--- src/hw/rtl/ray_convex_face_closest_hit_core_macros.svh ---
// Assertion macros used by the closest-hit core RTL.
`ifndef RAY_CONVEX_FACE_CLOSEST_HIT_CORE_MACROS_SVH
`define RAY_CONVEX_FACE_CLOSEST_HIT_CORE_MACROS_SVH

// Same-cycle implication, checked on the rising clock edge outside reset.
`define RCF_ASSERT_NOW(label, ante, cons, msg) \
   label: assert property (@(posedge clock) disable iff (reset) (ante) |-> (cons)) \
      else $error(msg);

// Next-cycle implication, checked on the rising clock edge outside reset.
`define RCF_ASSERT_NEXT(label, ante, cons, msg) \
   label: assert property (@(posedge clock) disable iff (reset) (ante) |=> (cons)) \
      else $error(msg);

`endif

--- src/hw/rtl/rcf_pkg.sv ---
// Types and constants shared by the closest-hit core modules.
`default_nettype none
package rcf_pkg;

   localparam int T_FRAC_BITS = 16;            // fraction bits of t
   localparam int T_W         = 17;            // width of t fields and registers
   localparam int NRM_FRAC    = 14;            // fraction bits of normals
   localparam int AXES        = 3;
   localparam int REQ_W       = 192;
   localparam int RSP_W       = 136;
   localparam int CSR_IDX_W   = 3;
   localparam int CNT_W       = 5;
   localparam int NUM_W       = 54;            // plane terms, Q.30
   localparam int MA_W        = 34;            // multiplier operand a
   localparam int MB_W        = 26;            // multiplier operand b
   localparam int PROD_W      = MA_W + MB_W;
   localparam int BI_W        = 50;            // edge normal components
   localparam int SPLIT       = 25;            // low slice of edge normal
   localparam int ACC_W       = 88;            // edge test sum
   localparam int MUL_STEPS   = 6;             // products per header or edge pass
   localparam int PNT_STEPS   = 3;

   localparam logic [T_W-1:0] T_ONE  = T_W'(1) << T_FRAC_BITS;
   localparam logic [T_W-1:0] NO_HIT = T_ONE + T_W'(1);

   typedef enum logic [1:0] {
      OP_HEADER = 2'd0,
      OP_VERTEX = 2'd1,
      OP_CLEAR  = 2'd2,
      OP_NONE   = 2'd3
   } opcode_type;

   typedef enum logic [2:0] {
      RSN_OK    = 3'd0,
      RSN_BACK  = 3'd1,
      RSN_RANGE = 3'd2,
      RSN_FAR   = 3'd3,
      RSN_EDGE  = 3'd4
   } reason_type;

   typedef enum logic [CSR_IDX_W-1:0] {
      CSR_START_X = 3'd0,
      CSR_START_Y = 3'd1,
      CSR_START_Z = 3'd2,
      CSR_SPAN_X  = 3'd3,
      CSR_SPAN_Y  = 3'd4,
      CSR_SPAN_Z  = 3'd5
   } csr_reg_type;

   typedef struct packed {
      opcode_type         op;
      logic [15:0]        face_tag;
      logic signed [15:0] normal_x;
      logic signed [15:0] normal_y;
      logic signed [15:0] normal_z;
      logic signed [31:0] plane_offset;
      logic signed [31:0] vert_x;
      logic signed [31:0] vert_y;
      logic signed [31:0] vert_z;
      logic               is_last;
   } item_type;

   typedef struct packed {
      logic signed [31:0] start_x;
      logic signed [31:0] start_y;
      logic signed [31:0] start_z;
      logic signed [31:0] span_x;
      logic signed [31:0] span_y;
      logic signed [31:0] span_z;
   } ray_type;

   typedef enum logic [3:0] {
      S_IDLE, S_HMUL, S_HCHK, S_HRNG, S_DIV, S_HCLS, S_PNT,
      S_VSTART, S_EPREP, S_EBI, S_EDOT, S_EDONE, S_VEND, S_VFIN
   } exec_state_type;

endpackage
`default_nettype wire

--- src/hw/rtl/rcf_front.sv ---
// Front end: accepts request items, drops unused opcodes, queues the rest.
`default_nettype none
module rcf_front import rcf_pkg::*; (
   input  wire logic             clock,
   input  wire logic             reset,
   input  wire logic             req_tvalid,
   output logic                  req_tready,
   input  wire logic [REQ_W-1:0] req_tdata,
   input  wire logic [1:0]       req_tuser,
   input  wire logic             req_tlast,
   output item_type              q_item,
   output logic                  q_avail,
   input  wire logic             q_pop
);

   localparam int QDEPTH = 2;

   item_type   q_mem_ff [QDEPTH];
   logic       wr_ptr_ff, wr_ptr_in;
   logic       rd_ptr_ff, rd_ptr_in;
   logic [1:0] count_ff, count_in;
   item_type   dec;
   logic       push, pop;

   always_comb begin
      dec.op           = opcode_type'(req_tuser);
      dec.face_tag     = req_tdata[15:0];
      dec.normal_x     = req_tdata[31:16];
      dec.normal_y     = req_tdata[47:32];
      dec.normal_z     = req_tdata[63:48];
      dec.plane_offset = req_tdata[95:64];
      dec.vert_x       = req_tdata[127:96];
      dec.vert_y       = req_tdata[159:128];
      dec.vert_z       = req_tdata[191:160];
      dec.is_last      = req_tlast;
   end

   assign req_tready = (count_ff != 2'(QDEPTH));
   assign push       = req_tvalid && req_tready && (dec.op != OP_NONE);
   assign q_avail    = (count_ff != 2'd0);
   assign pop        = q_pop && q_avail;
   assign q_item     = q_mem_ff[rd_ptr_ff];

   always_comb begin
      wr_ptr_in = push ? ~wr_ptr_ff : wr_ptr_ff;
      rd_ptr_in = pop ? ~rd_ptr_ff : rd_ptr_ff;
      count_in  = count_ff + 2'(push) - 2'(pop);
   end

   always_ff @(posedge clock) begin
      if (reset) begin
         wr_ptr_ff <= 1'b0;
         rd_ptr_ff <= 1'b0;
         count_ff  <= 2'd0;
      end else begin
         wr_ptr_ff <= wr_ptr_in;
         rd_ptr_ff <= rd_ptr_in;
         count_ff  <= count_in;
      end
   end

   always_ff @(posedge clock) begin
      if (push) begin
         q_mem_ff[wr_ptr_ff] <= dec;
      end
   end

endmodule
`default_nettype wire

--- config.mk ---
export PLATFORM = sky130hd
export DESIGN_NAME = rcf_front
export DESIGN_NICKNAME = d
export VERILOG_FILES = /design/src/hw/rtl/ray_convex_face_closest_hit_core_macros.svh /design/src/hw/rtl/rcf_pkg.sv /design/src/hw/rtl/rcf_front.sv
export SDC_FILE = /design/constraint.sdc
export NUM_CORES = 1
export LEC_CHECK = 0
export BUFFER_PORTS_ARGS = -buffer_cell sky130_fd_sc_hd__buf_4
export CORE_MARGIN = 2
export CORE_UTILIZATION = 47
export DETAILED_ROUTE_END_ITERATION = 7
export PLACE_DENSITY = 0.72
export SLEW_MARGIN = 10
export SYNTH_ARGS = -nofsm -noshare
export SYNTH_HDL_FRONTEND = slang
export SYNTH_SLANG_ARGS = --single-unit
--- constraint.sdc ---
create_clock -name clock -period 9.6 [get_ports clock]
set_input_delay 0.48 -clock clock [delete_from_list [all_inputs] [get_ports clock]]
set_output_delay 0.48 -clock clock [all_outputs]
set_load 0.05 [all_outputs]
* Word-level counts from Yosys, hierarchy flattened
Memories as Yosys holds them, arrays and structs flattened. A register that Yosys moved wholly into a read port is not among the register bits.
Index checks and enable logic that the tools add are counted.
** Storage, ports and cells
- Logic and storage cells :: 18
- Output and inout bits :: 197
- Bits in writable memories :: 390
- Bits of input ports :: 199
- Bits in registers :: 4
- Memories kept :: 1
** Cells by class
- Multiplexer cells :: 4
- Add/subtract/negate cells :: 2
- Equal/unequal tests :: 2
- Bitwise gates (word level) :: 2
- Reduce and logical (&&, ||, !) cells :: 4
** Memory list
- q_mem_ff :: depth 2, bits a word 195, read ports 1, clocked after memory_dff 1, wr ports 1, RTL line rcf_front.sv:18 : item_type q_mem_ff [QDEPTH];
** Operators with widths (count)
- 1-bit 2-to-1 mux :: 4
- 2-bit != test, second input constant :: 2
- 1-bit logical AND :: 3
- 2-bit by 1-bit adder with 2-bit output :: 1
- 1-bit inverter :: 2
- 2-bit nonzero test :: 1
- 2-bit by 1-bit subtractor with 2-bit output :: 1

* Depth between registers and ports, before layout
Gate-level depths: netlist of the first run.
- Depth after elaboration :: 5
- Depth in mapped cells :: 8
- Gate-level depth less buffers :: 8

* Worst setup path before layout of the first run
OpenSTA, ideal clock, no wires.
- Path type :: reg-to-reg
- From :: register count_ff[0]
- To :: memory q_mem_ff[0][0] (netlist name) (enable)
- Path buffers :: 0
- Stages on the path, launching flop included :: 4
- Setup time :: 0.754 ns
- Arrival :: 9.172 ns
- Data required time :: 8.846 ns
- Path slack :: -0.326 ns
- Period minus slack after synthesis :: 9.926 ns
- Cells stage by stage :: dfxtp_1 > nand2b_1 > nand3_1 > nor2_1
** On the way
- Longest elaborated chain between the ends :: 5
** Ends and longest elaborated chain
- from (decl) :: RTL line rcf_front.sv:21 : logic [1:0] count_ff, count_in;
- from (signal assigned) :: RTL line rcf_front.sv:58 : count_ff <= count_in;
- 2-bit != test :: RTL line rcf_front.sv:38 : assign req_tready = (count_ff != 2'(QDEPTH));
- net req_tready :: RTL line rcf_front.sv:7 : output logic req_tready,
- 1-bit logical AND (2 in series) :: RTL line rcf_front.sv:39 : assign push = req_tvalid && req_tready && (dec.op != OP_NONE);
- 1-bit 2-to-1 mux :: RTL line rcf_front.sv:63 : if (push) begin
- 1-bit 2-to-1 mux (not written as such) :: RTL line rcf_front.sv:64 : q_mem_ff[wr_ptr_ff] <= dec;
- to (decl) :: RTL line rcf_front.sv:18
The timed path passes the listed nets, and every way through them passes these cells.

==> impl_metrics.py, run 1 <==
metrics = {
    "pwr": {
        "leakagePower_nw": 7.57,
        "total_power_mw": 6.14,
        "power_density_mw_per_mm2": 313,
        "vdd_ir_drop_max_uv": 216,
    },
    "clock_tree": {
        "clockBufferDepth": 3,
        "cts_tree": "built",
        "cts_sinks": 395,
        "cts_buffers": 41,
        "cts_setup_buffers": 0,
        "root_buffer": "clkbuf_16",
        "ctsResizeCount": 0,
        "path_clk_slew_ns": 0.06,
        "clock_latency_ns": 0.52,
        "hold_buffers": 0,
        "htree_levels": 2,
    },
    "critical_path": {
        "rr_startpoint": "count_ff[0]",
        "crit_required_ns": 9.12,
        "crit_path_end": "q_item[35]",
        "crit_chain": "buf_4 -> buf_4 -> mux2_2 -> buf_4",
        "critPathBufInv": 3,
        "slowest_stage": "buf_4",
        "worst_setup_path_start_kind": "register",
        "crit_top_cell": "buf_4",
        "cp_data_arrival_time_ns": 3.58,
        "cp_max_fo": 53,
        "crit_cells": 4,
        "cp-end-kind": "output pin",
        "reg2reg_to": "q_mem_ff[0][63]",
        "reg2reg_slack_ns": 6.16,
        "crit_family": "buffers and inverters",
        "critPathMaxStageDelay_ns": 0.88,
        "rr_worst_depth": 5,
        "path_class": "register to output pin",
    },
    "routing": {
        "ant_nets": 0,
        "drc": 0,
        "vias": 7279,
        "routed_via_density": 4.87,
        "first_pass_iters": 6,
        "totalWireLength_um": 29100,
        "drt_iter0_drc": 408,
        "wl_per_cell_um": 19.5,
    },
    "place": {
        "dp_hpwl_um": 20000,
        "gp_congestion": 0.731,
        "dp.cells": 1419,
        "placed_area_mm2": 0.0183,
        "portBuffers": 395,
    },
    "timing": {
        "min_period_ns": 4.06,
        "tightestPinTransition_ns": 1.10,
        "finalHoldViolCount": 0,
        "setup_viol_count_final": 0,
        "whs_ns": 0.143,
        "skew_ns": 0.0130,
        "rsz0062_at_grt": "no",
        "slew_violations": 0,
        "fmax_mhz": 247,
        "slew-limit-headroom": 0.266,
        "finalCritPeriodShare": 0.422,
    },
    "synth": {
        "syn_area_mm2": 0.0149,
        "synth.top_cell.area_share": 0.785,
        "synthCells": 634,
        "synth_top_area_cell": "edfxtp_1",
        "yosys_warnings": 0,
        "yosysUniqueCellTypes": 19,
        "synth-seq-cells": 395,
        "syn_avg_cell_area_um2": 23.5,
        "synth_area_leaders": "edfxtp_1 (78%), mux2_4 (15%), mux2_2 (3.5%)",
        "synth_nets": 835,
        "seq_area_frac_synth": 0.791,
    },
    "flow_run": {
        "maxCapViolations": 0,
    },
    "grt": {
        "first_global_vias": 7703,
        "antenna_found_initial": 1,
        "grt_pass1_wl_um": 43200,
        "gr-usage-all-layers": 0.169,
        "grt_overflow": 0,
        "grt_max_degree": 61,
    },
    "min_path": {
        "min_path_type": "primary input to register",
    },
    "final_layout": {
        "layout_commonest_cell": "buf_4",
        "num-nets-final": 1261,
        "postLayoutCellArea_mm2": 0.0196,
        "layout-drive-gt1-share": 0.608,
        "layout_common_cells": "buf_4 (405), edfxtp_1 (390), mux2_4 (150)",
        "syn_to_final_growth_pct": 31.3,
        "finalNonFillerCells": 1496,
        "final_core_util": 0.624,
    },
    "floorplan": {
        "die_x_um": 182,
        "dieArea_mm2": 0.0332,
        "coreArea_mm2": 0.0314,
        "initial_core_util": 0.475,
        "io_pins": 396,
        "placementRows": 65,
        "die_h_um": 182,
    },
    "status": {
        "status": "complete, no violations",
    },
}
state kept, by name (all words and copies together), names as in the netlist, named ones only:
name and count:
wr_ptr_ff 1, count_ff 2, q_mem_ff 390, rd_ptr_ff 1
where the power goes:
group | switching (mW) | internal [mW]
clock | 0.614 | 0.930
combinational | 1.52 | 0.856
sequential | 0.0746 | 2.15
total | 2.20 | 3.94
Yosys cell counts:
cell      count
edfxtp_1    390
xnor2_1       1
nor2_1        7
inv_1         2
nor2b_1       1
and2_1        1
dfxtp_1       5
nand3_1       1
mux2_4      150
nand2b_1      1
or2_2         1
mux2_2       46
o21a_1        1
buf_6        18
nand2_1       1
xor2_1        1
buf_2         4
nor3_1        1
ha_1          2
worst min-delay path by stage:
stage,to,depth (start not counted),start
3_3_place_gp,rd_ptr_ff,2,rd_ptr_ff
5_1_grt,q_mem_ff[1][147],1,req_tdata[34]
4_1_cts,q_mem_ff[1][79],1,req_tdata[110]
2_1_floorplan,register,2,rd_ptr_ff
6_report,q_mem_ff[1][17],1,req_tdata[176]
3_5_place_dp,register,2,rd_ptr_ff
per-stage QoR:
stage	TNS, ns	setup slack (ns)
after floorplan	-127.32	-0.326
after global placement	0	5.94
after detailed placement	0	5.94
after CTS	0	5.47
after global routing	0	5.34
final	0	5.54
area by class of cell:
| type | count | area [µm²] |
|---|---|---|
| sequential | 395 | 11800 |
| multi-input combinational | 215 | 2900 |
| antenna | 1 | 2.50 |
| clock buffer | 53 | 1110 |
| clock inverter | 23 | 219 |
| tap | 402 | 503 |
| timing repair buffer | 405 | 3040 |
| fill | 2217 | 11800 |
| inverter | 2 | 7.51 |
routing by layer:
metal,vias to the layer above,share of wire,global-route usage
met4,0,0.030,0.0658
met3,51,0.073,0.0495
li1,3376,-,-
met1,3603,0.37,0.197
met2,249,0.52,0.296
met5,-,0,0
cell families after synthesis:
| group | synth area share |
|---|---|
| compound gates | 0.000503 |
| fa+ha+maj | 0.00168 |
| mux | 0.186 |
| buf+inv | 0.0154 |
| flops | 0.791 |
| xor+xnor | 0.00117 |
| simple gates | 0.00436 |
worst reg2reg max path, stage by stage (launching register included):
cell and delay (ns):
dfxtp_1 0.36, nand2b_1 0.15, nand3_1 0.24, nor2_4 0.82
buf_4 0.73, buf_4 0.75
(Power assumes the default switching activity.)
==> inputs of run 2 (changes only) <==
==> constraint.sdc (replaced) <==
create_clock -name clock -period 3.4 [get_ports clock]
set_input_delay 0.17 -clock clock [delete_from_list [all_inputs] [get_ports clock]]
set_output_delay 0.17 -clock clock [all_outputs]
set_load 0.05 [all_outputs]
==> run 2 against run 1 <==
  * Sequential cell count stayed put
  * Utilization rose by 6.4 points
  * Sequential share of layout area is 5.6 points lower
  * Hold slack got worse by 0.086 ns
  * Setup slack got worse by 4.6 ns
  * Largest cell class unchanged
==> impl_metrics.py, run 2 (same netlist as run 1, synthesis figures left out) <==
metrics = {
    "floorplan": {
        "placementRows": 65,
        "initial_core_util": 0.475,
        "die_x_um": 182,
        "coreArea_mm2": 0.0314,
        "io_pins": 396,
        "dieArea_mm2": 0.0332,
        "die_h_um": 182,
    },
    "place": {
        "portBuffers": 395,
        "placed_area_mm2": 0.0184,
        "gp_congestion": 0.752,
        "dp_hpwl_um": 19900,
        "dp.cells": 1420,
        "place_ws_ns": 1.47,
    },
    "min_path": {
        "min_path_type": "primary input to register",
    },
    "final_layout": {
        "fill_cells": 1931,
        "largest_register_ffs": 390,
        "postLayoutCellArea_mm2": 0.0216,
        "final_core_util": 0.688,
        "num-nets-final": 1457,
        "layout_common_cells": "buf_4 (398), edfxtp_1 (390), dlygate4sd3_1 (196)",
        "finalNonFillerCells": 1688,
        "reg_top3": "q_mem_ff x390, count_ff x2",
        "top_register": "q_mem_ff",
        "layout_commonest_cell": "buf_4",
        "syn_to_final_growth_pct": 44.8,
        "layout-drive-gt1-share": 0.518,
    },
    "critical_path": {
        "critPathBufInv": 2,
        "cp_data_arrival_time_ns": 2.28,
        "rr_startpoint": "count_ff[0]",
        "rr_worst_depth": 4,
        "critPathMaxStageDelay_ns": 0.76,
        "cp-end-kind": "output pin",
        "crit_cells": 3,
        "worst_setup_path_start_kind": "register",
        "crit_path_end": "q_item[8]",
        "reg2reg_to": "q_mem_ff[0][129]",
        "crit_chain": "buf_4 -> mux2_2 -> buf_4",
        "crit_family": "flip-flops",
        "crit_required_ns": 3.23,
        "reg2reg_slack_ns": 1.65,
        "cp_max_fo": 33,
        "path_class": "register to output pin",
        "slowest_stage": "dfxtp_4",
        "crit_top_cell": "buf_4",
    },
    "pwr": {
        "leakagePower_nw": 8.37,
        "total_power_mw": 17.6,
        "power_density_mw_per_mm2": 813,
        "vdd_ir_drop_max_uv": 550,
    },
    "clock_tree": {
        "cts_tree": "built",
        "htree_levels": 2,
        "cts_setup_buffers": 0,
        "cts_buffers": 40,
        "hold_buffers": 196,
        "root_buffer": "clkbuf_16",
        "clockBufferDepth": 3,
        "ctsResizeCount": 0,
        "clock_latency_ns": 0.52,
        "path_clk_slew_ns": 0.06,
        "cts_sinks": 395,
    },
    "timing": {
        "tightestPinTransition_ns": 0.643,
        "setup_slack_ns": 0.945,
        "skew_ns": 0.0182,
        "finalHoldViolCount": 0,
        "min_period_ns": 2.45,
        "rsz0062_at_grt": "no",
        "slew_violations": 0,
        "fmax_mhz": 407,
        "setup_viol_count_final": 0,
        "finalCritPeriodShare": 0.722,
        "slew-limit-headroom": 0.571,
    },
    "routing": {
        "drc": 0,
        "totalWireLength_um": 33300,
        "drt_iter0_drc": 484,
        "routed_via_density": 4.89,
        "vias": 8247,
        "wl_per_cell_um": 19.8,
        "ant_nets": 0,
        "first_pass_iters": 7,
    },
    "status": {
        "status": "complete, no violations",
    },
    "grt": {
        "antenna_found_initial": 3,
        "grt_overflow": 0,
        "grt_max_degree": 106,
        "grt_pass1_wl_um": 50200,
        "gr-usage-all-layers": 0.196,
        "first_global_vias": 8961,
    },
    "flow_run": {
        "maxCapViolations": 0,
    },
}
-- run 2: tightest hold or removal path, stage by stage --
cell     delay [ns]
buf_4          0.12
nand3_4        0.11
mux2_2         0.15
-- run 2: per-stage QoR --
stage               setup TNS (ns)  hold slack [ns]
floorplan                  -245.06            0.234
global placement                 0            0.355
detailed placement               0            0.357
CTS                              0           0.0342
global route                     0           0.0641
finish                           0           0.0571
-- run 2: cell type report --
type	instances	area, µm²	area share
Clock buffer	49	1060	0.0489
Inverter	2	7.51	0.000347
Timing Repair Buffer	602	5110	0.236
Antenna cell	2	5.00	0.000232
Sequential cell	395	11800	0.547
Clock inverter	21	189	0.00874
Tap cell	402	503	0.0233
Multi-Input combinational cell	215	2920	0.135
-- run 2: power breakdown --
group / leakage, nW / internal [mW] / total, mW / switching [mW]
clock network: 0.608 / 2.44 / 4.21 / 1.77
logic: 4.11 / 2.62 / 7.04 / 4.42
registers: 3.65 / 6.07 / 6.31 / 0.241
-- run 2: how the worst min path moves through the flow --
stage	to	from	slack [ns]	cells after the start
final	wr_ptr_ff	req_tvalid	0.06	3
after global routing	wr_ptr_ff	req_tvalid	0.06	3
after CTS	wr_ptr_ff	req_tvalid	0.03	3
after detailed placement	q_mem_ff[0][28]	req_tdata[187]	0.36	1
after global placement	q_mem_ff[1][29]	req_tdata[188]	0.35	1
after floorplan	count_ff[0]	reset	0.23	1
-- run 2: routing by layer --
metal | track usage | share of wire | up-vias
met1 | 0.232 | 0.38 | 4081
met5 | 0 | 0.00036 | -
met4 | 0.0555 | 0.022 | 2
li1 | - | - | 3769
met3 | 0.0665 | 0.088 | 47
met2 | 0.342 | 0.51 | 348
==> inputs of run 3 (changes only) <==
--- a/config.mk
+++ b/config.mk
@@ -7,9 +7,9 @@
 export LEC_CHECK = 0
 export BUFFER_PORTS_ARGS = -buffer_cell sky130_fd_sc_hd__buf_4
 export CORE_MARGIN = 2
-export CORE_UTILIZATION = 47
+export CORE_UTILIZATION = 53
 export DETAILED_ROUTE_END_ITERATION = 7
-export PLACE_DENSITY = 0.72
+export PLACE_DENSITY = 0.77
 export SLEW_MARGIN = 10
 export SYNTH_ARGS = -nofsm -noshare
 export SYNTH_HDL_FRONTEND = slang
==> constraint.sdc (replaced) <==
create_clock -name clock -period 2.5 [get_ports clock]
set_input_delay 0.125 -clock clock [delete_from_list [all_inputs] [get_ports clock]]
set_output_delay 0.125 -clock clock [all_outputs]
set_load 0.05 [all_outputs]
==> run 3 against run 2 <==
  * Final cell count decreased by 0.95%
  * Combinational power increased by 39%
  * Count of clock-buffer cells in the layout increased by 8
  * Design area increased by 0.17%
==> impl_metrics.py, run 3 (same netlist as run 1, synthesis figures left out) <==
metrics = {
    "floorplan": {
        "initial_core_util": 0.537,
        "dieArea_mm2": 0.0295,
        "die_x_um": 172,
        "die_h_um": 172,
        "io_pins": 396,
        "placementRows": 61,
        "coreArea_mm2": 0.0278,
    },
    "clock_tree": {
        "root_buffer": "clkbuf_16",
        "cts_tree": "built",
        "cts_setup_buffers": 0,
        "ctsResizeCount": 0,
        "cts_sinks": 395,
        "hold_buffers": 196,
        "htree_levels": 2,
        "clockBufferDepth": 3,
        "cts_buffers": 40,
        "clock_latency_ns": 0.51,
        "path_clk_slew_ns": 0.06,
    },
    "grt": {
        "gr-usage-all-layers": 0.241,
        "grt_max_degree": 103,
        "first_global_vias": 9182,
        "antenna_found_initial": 2,
        "grt_overflow": 0,
        "grt_pass1_wl_um": 53000,
    },
    "pwr": {
        "pwr-share-seq": 0.359,
        "power.internal_mw": 15.0,
        "total_power_mw": 23.8,
        "pwr-share-comb": 0.411,
        "vdd_ir_drop_max_uv": 711,
        "leakagePower_nw": 8.40,
        "p_clk_frac": 0.230,
        "switchingPower_mw": 8.80,
        "power_density_mw_per_mm2": 1100,
        "swShare": 0.369,
    },
    "routing": {
        "wl_per_cell_um": 22.2,
        "wl_met1_um": 13100,
        "wl_met2_um": 19100,
        "vias": 8608,
        "ant_nets": 0,
        "drt_iter0_drc": 617,
        "top_layer": "met4",
        "first_pass_iters": 7,
        "routed_via_density": 5.15,
        "met3WireLength_um": 3590,
        "totalWireLength_um": 37100,
        "drc": 0,
    },
    "place": {
        "portBuffers": 395,
        "place_ws_ns": 0.670,
        "dp_hpwl_um": 20800,
        "gp_congestion": 0.775,
    },
    "critical_path": {
        "cp_data_arrival_time_ns": 2.10,
        "reg2reg_slack_ns": 0.67,
        "cp_max_fo": 53,
        "worst_setup_path_start_kind": "register",
        "crit_required_ns": 2.38,
        "rr_startpoint": "count_ff[0]",
        "cp-end-kind": "output pin",
        "path_class": "register to output pin",
        "rr_worst_depth": 4,
        "reg2reg_to": "q_mem_ff[1][188]",
    },
    "timing": {
        "slew-limit-headroom": 0.506,
        "tightestPinTransition_ns": 0.739,
        "finalCritPeriodShare": 0.888,
        "skew_ns": 0.0153,
        "finalHoldViolCount": 0,
        "min_period_ns": 2.22,
        "fmax_mhz": 450,
        "slew_violations": 0,
        "rsz0062_at_grt": "no",
        "setup_slack_ns": 0.280,
        "setup_viol_count_final": 0,
    },
    "final_layout": {
        "layout_commonest_cell": "buf_4",
        "layout_common_cells": "buf_4 (401), edfxtp_1 (390), dlygate4sd3_1 (196)",
        "layout-drive-gt1-share": 0.518,
        "largest_register_ffs": 390,
        "reg_top3": "q_mem_ff x390, count_ff x2",
        "syn_to_final_growth_pct": 45.0,
        "top_register": "q_mem_ff",
        "num-nets-final": 1465,
    },
    "min_path": {
        "min_to": "wr_ptr_ff",
        "hp-start": "req_tvalid",
        "hold_path_depth": 3,
        "min_path_type": "primary input to register",
    },
    "status": {
        "status": "complete, no violations",
    },
    "flow_run": {
        "maxCapViolations": 0,
    },
}
run 3: worst max path at each step:
| stage | slack, ns | endpoint | startpoint | depth (start not counted) |
|---|---|---|---|---|
| finish | 0.28 | q_item[20] | register | 3 |
| detailed placement | 0.67 | q_mem_ff[1][61] | count_ff[0] | 4 |
| global route | 0.22 | q_item[20] | register | 3 |
| global placement | 0.69 | q_mem_ff[1][188] | count_ff[0] | 4 |
| floorplan | -1.54 | q_mem_ff[0][0] | count_ff[0] | 3 |
| CTS | 0.27 | q_item[20] | register | 3 |
run 3: through the flow:
| stage | cells | hold WS (ns) | area (µm²) | utilization | TNS (ns) |
|---|---|---|---|---|---|
| 2_1_floorplan | 634 | 0.189 | 15000 | - | -596.06 |
| 3_3_place_gp | 1404 | 0.310 | 18500 | 0.665 | 0 |
| 3_5_place_dp | 1404 | 0.313 | 18500 | 0.665 | 0 |
| 4_1_cts | 1669 | 0.0100 | 21600 | 0.779 | 0 |
| 5_1_grt | 1672 | 0.0304 | 21600 | 0.779 | 0 |
| 6_report | 1672 | 0.0388 | 21600 | 0.779 | 0 |
run 3: metal layers:
layer,track usage,vias to the layer above
met3,0.0759,83
met5,0,-
li1,-,3776
met4,0.0979,0
met1,0.278,4295
met2,0.419,454
run 3: layout make-up:
class,count,area [µm²]
Inverter,2,7.51
Clock inverter,12,81.3
Timing Repair Buffer,610,5230
Tap cell,378,473
Antenna cell,3,7.51
Sequential cell,395,11800
Clock buffer,57,1110
Multi-Input combinational cell,215,2920
Fill cell,1426,6140
run 3: power groups by stage:
stage	Sequential (mW)	Combinational [mW]	Clock [mW]
floorplan	8.60	7.03	0
global placement	8.59	9.36	0
detailed placement	8.66	9.40	0
CTS	8.53	9.71	5.55
global route	8.62	10.1	5.83
finish	8.55	9.80	5.49
run 3: worst max-delay path, stage by stage (launching register included):
cell and delay [ns]:
dfxtp_4 0.55, buf_12 0.39, mux2_2 0.38, buf_4 0.19
